`config.mk`:
```
export PLATFORM = sky130hd
export DESIGN_NAME = scancode_ascii_fifo
export DESIGN_NICKNAME = d
export VERILOG_FILES = /design/src/scf_pkg.sv /design/src/scancode_ascii_fifo.sv /design/src/scf_front.sv /design/src/scf_back.sv /design/src/scf_outq.sv
export SDC_FILE = /design/constraint.sdc
export NUM_CORES = 2
export LEC_CHECK = 0
export BUFFER_PORTS_ARGS = -buffer_cell sky130_fd_sc_hd__buf_2
export CORE_UTILIZATION = 35
export CTS_CLUSTER_SIZE = 40
export DETAILED_ROUTE_END_ITERATION = 12
export GPL_ROUTABILITY_DRIVEN = 0
export SYNTH_ARGS = -nofsm -noshare
export SYNTH_HDL_FRONTEND = slang
export SYNTH_SLANG_ARGS = --single-unit
```
`constraint.sdc`:
```
create_clock -name clk -period 5.55 [get_ports clk]
set_clock_uncertainty 0.1 [all_clocks]
set_input_delay 1.11 -clock clk [delete_from_list [all_inputs] [get_ports clk]]
set_output_delay 1.11 -clock clk [all_outputs]
set_load 0.03 [all_outputs]
```
`src/scf_pkg.sv`:
```
`default_nettype none

package scf_pkg;

	localparam logic [1:0] OP_KEY   = 2'd0;
	localparam logic [1:0] OP_READ  = 2'd1;
	localparam logic [1:0] OP_CLEAR = 2'd2;

	localparam logic [2:0] ST_STORED  = 3'd0;
	localparam logic [2:0] ST_IGNORED = 3'd1;
	localparam logic [2:0] ST_FULL    = 3'd2;
	localparam logic [2:0] ST_READ    = 3'd3;
	localparam logic [2:0] ST_EMPTY   = 3'd4;

	localparam logic [1:0] CMD_IGNORE = 2'd0;
	localparam logic [1:0] CMD_STORE  = 2'd1;
	localparam logic [1:0] CMD_READ   = 2'd2;
	localparam logic [1:0] CMD_CLEAR  = 2'd3;

	localparam int RES_DEPTH = 4;

	typedef struct packed {
		logic [1:0] kind;
		logic [6:0] ch;
	} cmd_t;

	typedef struct packed {
		logic [2:0] status;
		logic [6:0] character;
		logic [7:0] fill_count;
	} res_t;

	// set-1 make code to US ASCII; zero means no character
	function automatic logic [6:0] key_ascii(input logic [6:0] code);
		logic [6:0] c;
		unique case (code)
			7'd1:  c = 7'h1B;
			7'd2:  c = 7'h31;
			7'd3:  c = 7'h32;
			7'd4:  c = 7'h33;
			7'd5:  c = 7'h34;
			7'd6:  c = 7'h35;
			7'd7:  c = 7'h36;
			7'd8:  c = 7'h37;
			7'd9:  c = 7'h38;
			7'd10: c = 7'h39;
			7'd11: c = 7'h30;
			7'd12: c = 7'h2D;
			7'd13: c = 7'h3D;
			7'd14: c = 7'h08;
			7'd15: c = 7'h09;
			7'd16: c = 7'h71;
			7'd17: c = 7'h77;
			7'd18: c = 7'h65;
			7'd19: c = 7'h72;
			7'd20: c = 7'h74;
			7'd21: c = 7'h79;
			7'd22: c = 7'h75;
			7'd23: c = 7'h69;
			7'd24: c = 7'h6F;
			7'd25: c = 7'h70;
			7'd26: c = 7'h5B;
			7'd27: c = 7'h5D;
			7'd28: c = 7'h0A;
			7'd30: c = 7'h61;
			7'd31: c = 7'h73;
			7'd32: c = 7'h64;
			7'd33: c = 7'h66;
			7'd34: c = 7'h67;
			7'd35: c = 7'h68;
			7'd36: c = 7'h6A;
			7'd37: c = 7'h6B;
			7'd38: c = 7'h6C;
			7'd39: c = 7'h3B;
			7'd40: c = 7'h27;
			7'd41: c = 7'h60;
			7'd43: c = 7'h5C;
			7'd44: c = 7'h7A;
			7'd45: c = 7'h78;
			7'd46: c = 7'h63;
			7'd47: c = 7'h76;
			7'd48: c = 7'h62;
			7'd49: c = 7'h6E;
			7'd50: c = 7'h6D;
			7'd51: c = 7'h2C;
			7'd52: c = 7'h2E;
			7'd53: c = 7'h2F;
			7'd55: c = 7'h2A;
			7'd57: c = 7'h20;
			7'd74: c = 7'h2D;
			7'd78: c = 7'h2B;
			default: c = 7'h00;
		endcase
		return c;
	endfunction

endpackage

`default_nettype wire

```
`src/scancode_ascii_fifo.sv`:
```
`default_nettype none

// Keyboard scancode to ASCII queue. Each input transaction is a set-1 scancode
// (op 0), a read (op 1) or a clear (op 2); each gives exactly one result
// transaction with a status, the popped character on a good read, and the
// number of characters held afterwards. The ring has DEPTH slots and holds up
// to DEPTH-1 characters. Sustained rate is one transaction per clock while the
// result queue has room: the front classifies through the key table into a
// two-entry command queue, the back does one ring access per clock (memory
// read registered), and a four-entry result queue decouples the output.
// Accepted inputs pass the command queue, stage two and the result queue.
// No clearing pass after reset; entries are only read after being written.
module scancode_ascii_fifo #(
	parameter int DEPTH = 256
) (
	input  wire logic       clk,
	input  wire logic       arst_n,
	input  wire logic       push,
	output logic            full,
	input  wire logic [1:0] op,
	input  wire logic [7:0] scancode,
	output logic            empty,
	input  wire logic       pop,
	output logic [2:0]      status,
	output logic [6:0]      character,
	output logic [7:0]      fill_count
);
	import scf_pkg::*;

	cmd_t  cmd;
	logic  cmd_valid;
	logic  cmd_take;
	res_t  res;
	logic  res_valid;
	res_t  head;
	logic [$clog2(RES_DEPTH):0] res_count;

	scf_front u_front (
		.clk       (clk),
		.arst_n    (arst_n),
		.push      (push),
		.op        (op),
		.scancode  (scancode),
		.full      (full),
		.cmd_valid (cmd_valid),
		.cmd       (cmd),
		.cmd_take  (cmd_take)
	);

	scf_back #(
		.DEPTH (DEPTH)
	) u_back (
		.clk       (clk),
		.arst_n    (arst_n),
		.cmd_valid (cmd_valid),
		.cmd       (cmd),
		.cmd_take  (cmd_take),
		.res_count (res_count),
		.res_valid (res_valid),
		.res       (res)
	);

	scf_outq u_outq (
		.clk       (clk),
		.arst_n    (arst_n),
		.res_valid (res_valid),
		.res       (res),
		.res_count (res_count),
		.empty     (empty),
		.pop       (pop),
		.head      (head)
	);

	assign status     = head.status;
	assign character  = head.character;
	assign fill_count = head.fill_count;

	localparam logic [7:0] FULL_FILL = 8'((DEPTH - 1) % 256);

	a_store_has_char: assert property (@(posedge clk) disable iff (!arst_n)
		cmd_valid && cmd.kind == CMD_STORE |-> cmd.ch != 7'd0)
		else $error("store command without a character");

	a_char_only_on_read: assert property (@(posedge clk) disable iff (!arst_n)
		!empty && status != ST_READ |-> character == 7'd0)
		else $error("character on a non-read result");

	a_read_nonzero: assert property (@(posedge clk) disable iff (!arst_n)
		!empty && status == ST_READ |-> character != 7'd0)
		else $error("read returned a zero character");

	a_full_level: assert property (@(posedge clk) disable iff (!arst_n)
		!empty && status == ST_FULL |-> fill_count == FULL_FILL)
		else $error("dropped-full result with ring not full");

	a_res_no_overflow: assert property (@(posedge clk) disable iff (!arst_n)
		res_valid |-> res_count < ($clog2(RES_DEPTH) + 1)'(RES_DEPTH)
			|| (pop && !empty))
		else $error("result queue overflow");

endmodule

`default_nettype wire

```
`src/scf_front.sv`:
```
`default_nettype none

module scf_front (
	input  wire logic          clk,
	input  wire logic          arst_n,
	input  wire logic          push,
	input  wire logic [1:0]    op,
	input  wire logic [7:0]    scancode,
	output logic               full,
	output logic               cmd_valid,
	output scf_pkg::cmd_t      cmd,
	input  wire logic          cmd_take
);
	import scf_pkg::*;

	cmd_t       new_cmd;
	logic [6:0] key_ch;
	cmd_t       q_q [2];
	logic       head_q;
	logic [1:0] count_q;
	logic       do_push;
	logic       do_pop;
	logic       wr_idx;

	assign key_ch = key_ascii(scancode[6:0]);

	always_comb begin
		new_cmd.ch   = key_ch;
		new_cmd.kind = CMD_IGNORE;
		unique case (op)
			OP_KEY: begin
				if (!scancode[7] && key_ch != 7'd0)
					new_cmd.kind = CMD_STORE;
			end
			OP_READ:  new_cmd.kind = CMD_READ;
			OP_CLEAR: new_cmd.kind = CMD_CLEAR;
			default:  new_cmd.kind = CMD_IGNORE;
		endcase
	end

	assign full      = (count_q == 2'd2);
	assign cmd_valid = (count_q != 2'd0);
	assign cmd       = q_q[head_q];
	assign do_push   = push && !full;
	assign do_pop    = cmd_valid && cmd_take;
	assign wr_idx    = head_q ^ count_q[0];

	always_ff @(posedge clk) begin
		if (do_push)
			q_q[wr_idx] <= new_cmd;
	end

	always_ff @(posedge clk or negedge arst_n) begin
		if (!arst_n) begin
			head_q  <= 1'b0;
			count_q <= 2'd0;
		end else begin
			if (do_pop)
				head_q <= ~head_q;
			count_q <= count_q + {1'b0, do_push} - {1'b0, do_pop};
		end
	end

endmodule

`default_nettype wire

```
`src/scf_back.sv`:
```
`default_nettype none

module scf_back #(
	parameter int DEPTH = 256
) (
	input  wire logic                     clk,
	input  wire logic                     arst_n,
	input  wire logic                     cmd_valid,
	input  wire scf_pkg::cmd_t            cmd,
	output logic                          cmd_take,
	input  wire logic [$clog2(scf_pkg::RES_DEPTH):0] res_count,
	output logic                          res_valid,
	output scf_pkg::res_t                 res
);
	import scf_pkg::*;

	localparam int PW = $clog2(DEPTH);
	localparam logic [PW:0] DEPTH_V = (PW + 1)'(DEPTH);
	localparam logic [PW-1:0] LAST = PW'(DEPTH - 1);
	localparam int CW = $clog2(RES_DEPTH) + 1;

	logic [6:0]    mem [DEPTH];
	logic [PW-1:0] wp_q, rp_q;
	logic [PW-1:0] wp_d, rp_d;
	logic [PW-1:0] wp_nxt, rp_nxt;
	logic [2:0]    status_d;
	logic          issue;
	logic          mem_we;
	logic          valid_s2;
	logic          is_read_s2;
	logic [2:0]    status_s2;
	logic [PW-1:0] fill_s2;
	logic [6:0]    rdata_s2;
	logic [PW:0]   diff;
	logic [PW-1:0] fill_d;
	logic [PW+7:0] fill_ext;

	assign wp_nxt = (wp_q == LAST) ? '0 : wp_q + 1'b1;
	assign rp_nxt = (rp_q == LAST) ? '0 : rp_q + 1'b1;

	// hold back unless the result queue has room for this and the one in flight
	assign issue    = cmd_valid && ((res_count + CW'(valid_s2)) < CW'(RES_DEPTH));
	assign cmd_take = issue;

	always_comb begin
		wp_d     = wp_q;
		rp_d     = rp_q;
		mem_we   = 1'b0;
		status_d = ST_IGNORED;
		unique case (cmd.kind)
			CMD_STORE: begin
				if (wp_nxt != rp_q) begin
					mem_we   = 1'b1;
					wp_d     = wp_nxt;
					status_d = ST_STORED;
				end else begin
					status_d = ST_FULL;
				end
			end
			CMD_READ: begin
				if (rp_q == wp_q) begin
					status_d = ST_EMPTY;
				end else begin
					rp_d     = rp_nxt;
					status_d = ST_READ;
				end
			end
			CMD_CLEAR: begin
				wp_d     = '0;
				rp_d     = '0;
				status_d = ST_STORED;
			end
			default: status_d = ST_IGNORED;
		endcase
	end

	always_comb begin
		diff = {1'b0, wp_d} - {1'b0, rp_d};
		if (wp_d < rp_d)
			diff = diff + DEPTH_V;
		fill_d = diff[PW-1:0];
	end

	always_ff @(posedge clk) begin
		if (issue && mem_we)
			mem[wp_q] <= cmd.ch;
		rdata_s2 <= mem[rp_q];
	end

	always_ff @(posedge clk) begin
		if (issue) begin
			status_s2  <= status_d;
			fill_s2    <= fill_d;
			is_read_s2 <= (status_d == ST_READ);
		end
	end

	always_ff @(posedge clk or negedge arst_n) begin
		if (!arst_n) begin
			wp_q     <= '0;
			rp_q     <= '0;
			valid_s2 <= 1'b0;
		end else begin
			valid_s2 <= issue;
			if (issue) begin
				wp_q <= wp_d;
				rp_q <= rp_d;
			end
		end
	end

	assign fill_ext       = {8'd0, fill_s2};
	assign res_valid      = valid_s2;
	assign res.status     = status_s2;
	assign res.character  = is_read_s2 ? rdata_s2 : 7'd0;
	assign res.fill_count = fill_ext[7:0];

endmodule

`default_nettype wire

```
`src/scf_outq.sv`:
```
`default_nettype none

module scf_outq (
	input  wire logic                     clk,
	input  wire logic                     arst_n,
	input  wire logic                     res_valid,
	input  wire scf_pkg::res_t            res,
	output logic [$clog2(scf_pkg::RES_DEPTH):0] res_count,
	output logic                          empty,
	input  wire logic                     pop,
	output scf_pkg::res_t                 head
);
	import scf_pkg::*;

	localparam int AW = $clog2(RES_DEPTH);

	res_t        q_q [RES_DEPTH];
	logic [AW-1:0] wr_q, rd_q;
	logic [AW:0]   count_q;
	logic          do_pop;

	assign empty     = (count_q == '0);
	assign res_count = count_q;
	assign head      = q_q[rd_q];
	assign do_pop    = pop && !empty;

	always_ff @(posedge clk) begin
		if (res_valid)
			q_q[wr_q] <= res;
	end

	always_ff @(posedge clk or negedge arst_n) begin
		if (!arst_n) begin
			wr_q    <= '0;
			rd_q    <= '0;
			count_q <= '0;
		end else begin
			if (res_valid)
				wr_q <= wr_q + 1'b1;
			if (do_pop)
				rd_q <= rd_q + 1'b1;
			count_q <= count_q + (AW + 1)'(res_valid) - (AW + 1)'(do_pop);
		end
	end

endmodule

`default_nettype wire
```
**Word level (Yosys, flattened, before mapping)**

Memories as Yosys holds them, arrays and structs flattened. A register that Yosys moved wholly into a read port is not among the register bits.
Cells that the tools add are included.
Widths: inputs -> output; s select.

- Bits in registers: 39
- Memory bits (writable): 1882
- ROM bits: 896
- Input bits: 14
- Output and inout port bits: 20
- Word-level logic and storage cells: 74
- Memories kept: 4

Memory list:

| memory | words | width | rd ports | clocked after memory_dff | write ports | RTL line | RTL |
|---|---|---|---|---|---|---|---|
| u_back.mem | 256 | 7 | 1 | 1 | 1 | scf_back.sv:22 | `logic [6:0] mem [DEPTH];` |
| (name not given) | 128 | 7 | 1 | 0 | 0 | scf_pkg.sv:36 | `unique case (code)` |
| u_outq.q_q | 4 | 18 | 1 | 0 | 1 | scf_outq.sv:17 | `res_t q_q [RES_DEPTH];` |
| u_front.q_q | 2 | 9 | 1 | 0 | 1 | scf_front.sv:18 | `cmd_t q_q [2];` |

- Add/subtract/negate cells: 10
- Order comparisons: 2
- Equal/unequal tests: 11
- Mux-type cells: 21
- Bitwise operators: 2
- Reductions and logical operators: 13

Operator list:

| operator | number |
|---|---|
| $mux 8 | 5 |
| $pmux 8 s2 | 2 |
| $add 8x1->8 const B | 3 |
| $eq 8x8->1 const B | 2 |
| $mux 1 | 9 |
| $pmux 3 s3 | 1 |
| $eq 2x2->1 const B | 4 |
| $eq 8x8->1 | 1 |
| $lt 8x8->1 | 1 |
| $ne 8x8->1 | 1 |
| $sub 8x8->8 | 1 |
| $mux 7 | 1 |
| $reduce_bool 7->1 | 1 |
| $logic_and 1x1->1 | 6 |
| $pmux 2 s3 | 1 |
| $add 2x1->2 const B | 2 |
| $eq 2x1->1 const B | 2 |
| $add 3x1->3 | 1 |
| $eq 3x2->1 const B | 1 |
| $logic_not 1->1 | 3 |
| $logic_not 3->1 | 1 |
| $lt 3x3->1 const B | 1 |
| $mux 3 | 1 |
| $sub 3x1->3 | 1 |
| other kinds (7) | 7 |

**Depth between registers and ports, before layout**

- Depth after elaboration: 8
- Depth in mapped cells: 20
- Depth with buffers taken out: 18

**Cells and area by module**

Synthesis repeated with hierarchy kept, for this count alone.

- Cells, all modules: 3626
- Area, all modules: 76478.3 um^2

Modules (own cells, without submodules):

| module | times used | cells each | area each (um^2) | sequential area each (um^2) |
|---|---|---|---|---|
| scf_back | 1 | 3328 | 71800.1 | 54737.5 |
| scf_outq | 1 | 129 | 2997.9 | 2337.2 |
| scf_front | 1 | 169 | 1680.4 | 615.6 |

**Worst setup path after synthesis**

No wires, ideal clock.

- Path kind: register to register
- From: reg u_back.wp_q[1]
- To: reg u_back.fill_s2[7], data pin
- Library setup time: 0.261 ns
- Arrival time: 3.991 ns
- Required time: 5.189 ns
- Setup slack: 1.197 ns
- Cell stages (with the launch flop): 21
- Path buffers: 3
- Clock period less this slack: 4.353 ns
- Path through: dfrtp_1 > ha_1 > buf_4 > nand3_2 > or3_1 > clkbuf_1 > a2111oi_2 > o22a_1 > a21oi_2 > buf_2 > a22oi_1 > inv_1 > ha_1 > nor2b_1 > o21ai_0 > nand2b_1 > a21o_1 > a21o_1 > a31oi_1 > xor2_1 > xnor2_1

- Cells in the longest elaborated chain, start to end: 8
- Elaborated cells between the ends (all ways): 13
- Classes of those cells: add/sub (3); order compare (1); eq/ne (3); mux (6)

Ends and longest elaborated chain:

| what | RTL line | RTL |
|---|---|---|
| from (decl) | scf_back.sv:23 | `logic [PW-1:0] wp_q, rp_q;` |
| from (signal assigned) | scf_back.sv:106 | `wp_q <= wp_d;` |
| $add 8x1->8 or $eq 8x8->1 (tied branches) | scf_back.sv:38 | `assign wp_nxt = (wp_q == LAST) ? '0 : wp_q + 1'b1;` |
| $mux 8 | scf_back.sv:38 |  |
| $ne 8x8->1 | scf_back.sv:52 | `if (wp_nxt != rp_q) begin` |
| $mux 8 | scf_back.sv:52 |  |
| $pmux 8 s2 * | scf_back.sv:50 | `unique case (cmd.kind)` |
| via u_back.wp_d[1] | scf_back.sv:24 | `logic [PW-1:0] wp_d, rp_d;` |
| $sub 8x8->8 | scf_back.sv:78 | `diff = {1'b0, wp_d} - {1'b0, rp_d};` |
| $add 8x1->8 | scf_back.sv:80 | `diff = diff + DEPTH_V;` |
| $mux 8 * | scf_back.sv:79 | `if (wp_d < rp_d)` |
| via u_back.diff[7] | scf_back.sv:34 | `logic [PW:0] diff;` |
| to (signal assigned) | scf_back.sv:93 | `fill_s2 <= fill_d;` |
| to (decl) | scf_back.sv:32 | `logic [PW-1:0] fill_s2;` |

Mark *: on every way through the listed nets, which the timed path passes. The rest lies on a longest branch.
A chain may end at the register's enable or synchronous reset.

**Worst setup path after layout**

- From: reg u_back.wp_q[0]
- To: mem u_back.mem[98][5] (enable)

- Cells in the longest elaborated chain, start to end: 8
- Elaborated cells between the ends (all ways): 9
- Classes of those cells: add/sub (1); eq/ne (2); mux (5); reduce/logical (1)

Ends and longest elaborated chain:

| what | RTL line | RTL |
|---|---|---|
| $add 8x1->8 or $eq 8x8->1 (tied branches) | scf_back.sv:38 |  |
| $mux 8 | scf_back.sv:38 |  |
| $ne 8x8->1 | scf_back.sv:52 |  |
| $mux 1 | scf_back.sv:52 |  |
| $mux 1 | scf_back.sv:50 |  |
| $logic_and 1x1->1 | scf_back.sv:85 | `if (issue && mem_we)` |
| $mux 1 | scf_back.sv:85 |  |
| $mux 1 (implied by the code) | scf_back.sv:86 | `mem[wp_q] <= cmd.ch;` |
| to (decl) | scf_back.sv:22 |  |

Several ways; a longest one is shown, not always the timed one.

==> flow_metrics.tcl <==
set metrics [dict create \
    outcome "finished, final reports clean" \
    fp-row-count 171 \
    maxCapViolCount 0 \
    switching_share_pct 30.2 \
    vias 35300 \
    rsz0062_at_grt "no" \
    gr-total-overflow 0 \
    post-route-util_pct 39.8 \
    layout.cells.non_filler 6562 \
    synth.net_count 3510 \
    critPathLaunchType "flop" \
    path_clk_slew_ns 0.06 \
    yosys_register_bits 1928 \
    placed_cells 6209 \
    synth-edff-count 1894 \
    syn_to_final_growth_pct 13.0 \
    clkLatencyLatePin_ns 0.85 \
    synth_flop_cell "edfxtp_1" \
    yosysMostFrequentCell "edfxtp_1" \
    cts_buffer_depth 3 \
    critical_path.max_stage_delay_ns 0.87 \
    placed_cell_area_mm2 0.0799 \
    setup_ws_ns 0.490 \
    die-area_mm2 0.220 \
    whs_ns 0.226 \
    antenna_found_initial 5 \
    finalCritPeriodShare_pct 91.2 \
    leakagePower_nw 25.9 \
    post_drt_wl_per_cell_um 27.3 \
    clkPwrFrac_pct 29.8 \
    synth_area_per_cell_um2 22.0 \
    yosysSeqAreaShare_pct 75.6 \
    p_sw_mw 13.2 \
    routed_wl_mm 179 \
    cp.required_ns 5.90 \
    power.internal_mw 30.6 \
    grtUsageTotal_pct 16.4 \
    async_flop_share_pct 1.40 \
    root_buffer "clkbuf_16" \
    slew-limit-headroom_pct 23.1 \
    power_frac_comb_pct 26.5 \
    crit_buf_inv 0 \
    first_pass_iters 5 \
    syn_inst 3463 \
    power_density_mw_per_mm2 508 \
    cp-end-kind "flop" \
    hold_violations 0 \
    drive_gt1_share_pct 28.0 \
    hpwl_mm 103 \
    cts_sinks 1928 \
    ios 34 \
    hold_buffers 0 \
    die_h_um 469 \
    synthTopCellsByCount "edfxtp_1 (1894), mux4_2 (603), nor2_1 (279)" \
    ir_drop_uv 387 \
    grt_pass1_vias 35800 \
    grt_max_degree 173 \
    ant_nets 0 \
    critPathKind "reg2reg" \
    final_area_mm2 0.0863 \
    finalCriticalPeriod_ns 5.06 \
    report.power.total_mw 43.9 \
    drt-initial-drc-count 3751 \
    min_path_type "in2async" \
    cts_buffers 193 \
    viasPerCell 5.38 \
    cp_slowest_cell "nor2_1" \
    core-area_mm2 0.217 \
    fmax_mhz 198 \
    ys_top_cells_by_area "edfxtp_1 (74%), mux4_2 (18%), nor2_1 (1.4%)" \
    grt_pass1_wl_mm 261 \
    cts_resized 0 \
    critPathMaxFanout 16 \
    final_nets 3597 \
    cts_htree_levels 4 \
    cp_cell_sequence "ha_1, nand3_2, or3_1, nor4bb_1, o22a_1, a21oi_2, and2_1, nand3_1, nor2_1" \
    synth_warnings 0 \
    drv_slew 0 \
    post_cts_buffers 0 \
    start_util_pct 35.2 \
    synthDistinctLibCells 75 \
    tritoncts "done" \
    die_x_um 469 \
    synth_top_area_cell "edfxtp_1" \
    synth_top_cell_area_share_pct 74.5 \
    arrival_ns 5.41 \
    pwr-share-seq_pct 43.7 \
    setup_viol 0 \
    drcViolationCount 0 \
    cp_top_family "simple AND/OR/NAND/NOR gates" \
    port_buffers 33 \
    post-place-ws_ns 0.509 \
    synth.cell_area_mm2 0.0763 \
    tightest_slew_ns 1.15 \
    setup_tns_ns 0 \
]
-- final timing paths --
kind                            cells past startpoint      startpoint                end  slack (ns)
max in group asynchronous                           1          arst_n     u_back.rp_q[0]        4.60
worst max-delay path                                9  u_back.wp_q[0]  u_back.mem[98][5]        0.49
worst max register to register                      9  u_back.wp_q[0]  u_back.mem[98][5]        0.49
worst min-delay path                                1          arst_n     u_outq.rd_q[1]        0.23
worst min register to register                      1  u_outq.rd_q[0]     u_outq.rd_q[0]        0.39
min in group clk                                    1  u_outq.rd_q[0]     u_outq.rd_q[0]        0.39
-- registers in the layout, indices dropped and copies added, names as in the netlist --
register           count
u_back.mem          1792
u_outq.q_q            72
u_front.q_q           18
u_back.fill_s2         8
u_back.rp_q            8
u_back.wp_q            8
u_back.rdata_s2        7
u_back.status_s2       3
u_outq.res_count       3
u_front.count_q        2
u_outq.rd_q            2
u_outq.wr_q            2
u_back.is_read_s2      1
u_back.res_valid       1
u_front.head_q         1
-- layout make-up --
| cell class | instances | area, um2 |
|---|---|---|
| sequential | 1928 | 57700 |
| clock inverter | 113 | 1290 |
| timing repair buffer | 102 | 821 |
| multi-input combinational | 1299 | 17700 |
| tap | 2854 | 3570 |
| antenna | 1 | 2.50 |
| inverter | 26 | 105 |
| fill | 19000 | 131000 |
| clock buffer | 239 | 5070 |
-- layout by cell type, fill, tap and decap left out, types with 8 or more instances in the layout --
| cell type | instances |
|---|---|
| dfrtp_1 | 22 |
| mux2i_1 | 13 |
| a211oi_1 | 12 |
| and2_1 | 17 |
| edfxtp_1 | 1894 |
| nor2_1 | 279 |
| nand2b_1 | 8 |
| nand2_2 | 17 |
| buf_12 | 11 |
| a22oi_1 | 9 |
| xnor2_1 | 15 |
| nor2b_1 | 20 |
| bufinv_16 | 20 |
| nand3_1 | 13 |
| mux4_2 | 603 |
| ha_1 | 32 |
| clkbuf_16 | 193 |
| buf_4 | 58 |
| inv_1 | 25 |
| clkbuf_1 | 39 |
| nor3_1 | 10 |
| clkinv_2 | 34 |
| o21ai_0 | 38 |
| nand2_1 | 62 |
| a21oi_1 | 26 |
| xor2_1 | 16 |
| clkinv_1 | 35 |
| buf_2 | 33 |
| mux2_2 | 8 |
-- worst reg2reg max path: stages, from the launching register on --
cell	delay, ns
dfrtp_1	0.53
ha_1	0.47
nand3_2	0.12
or3_1	0.50
nor4bb_1	0.19
o22a_1	0.22
a21oi_2	0.49
and2_1	0.40
nand3_1	0.78
nor2_1	0.89
-- kinds of logic (layout without fill, tap and decap cells) --
| group | Yosys count | in the layout | synth area share (%) |
|---|---|---|---|
| flops | 1928 | 1928 | 75.6 |
| fa+ha+maj | 33 | 33 | 0.551 |
| other cells | 0 | 1 | 0 |
| buf+inv | 236 | 480 | 1.44 |
| mux | 631 | 631 | 18.2 |
| simple gates | 456 | 456 | 2.63 |
| xor+xnor | 31 | 31 | 0.356 |
| compound gates | 148 | 148 | 1.29 |
-- power by group through the flow --
| stage | registers [mW] | clock network (mW) | logic, mW |
|---|---|---|---|
| floorplan | 19.4 | 0 | 7.59 |
| global placement | 19.4 | 0 | 11.8 |
| detailed placement | 19.4 | 0 | 11.9 |
| CTS | 19.1 | 13.3 | 11.9 |
| global route | 19.2 | 13.8 | 12.4 |
| finish | 19.2 | 13.1 | 11.6 |
-- routing by layer --
layer / part of all wire (%) / wire length [um] / track usage [%]
met4: 1.9 / 3490 / 3.92
met1: 43 / 77000 / 23.1
met3: 6.3 / 11300 / 3.01
met2: 49 / 87400 / 26.3
met5: 0 / 0 / 0
(Power assumes the default switching activity.)
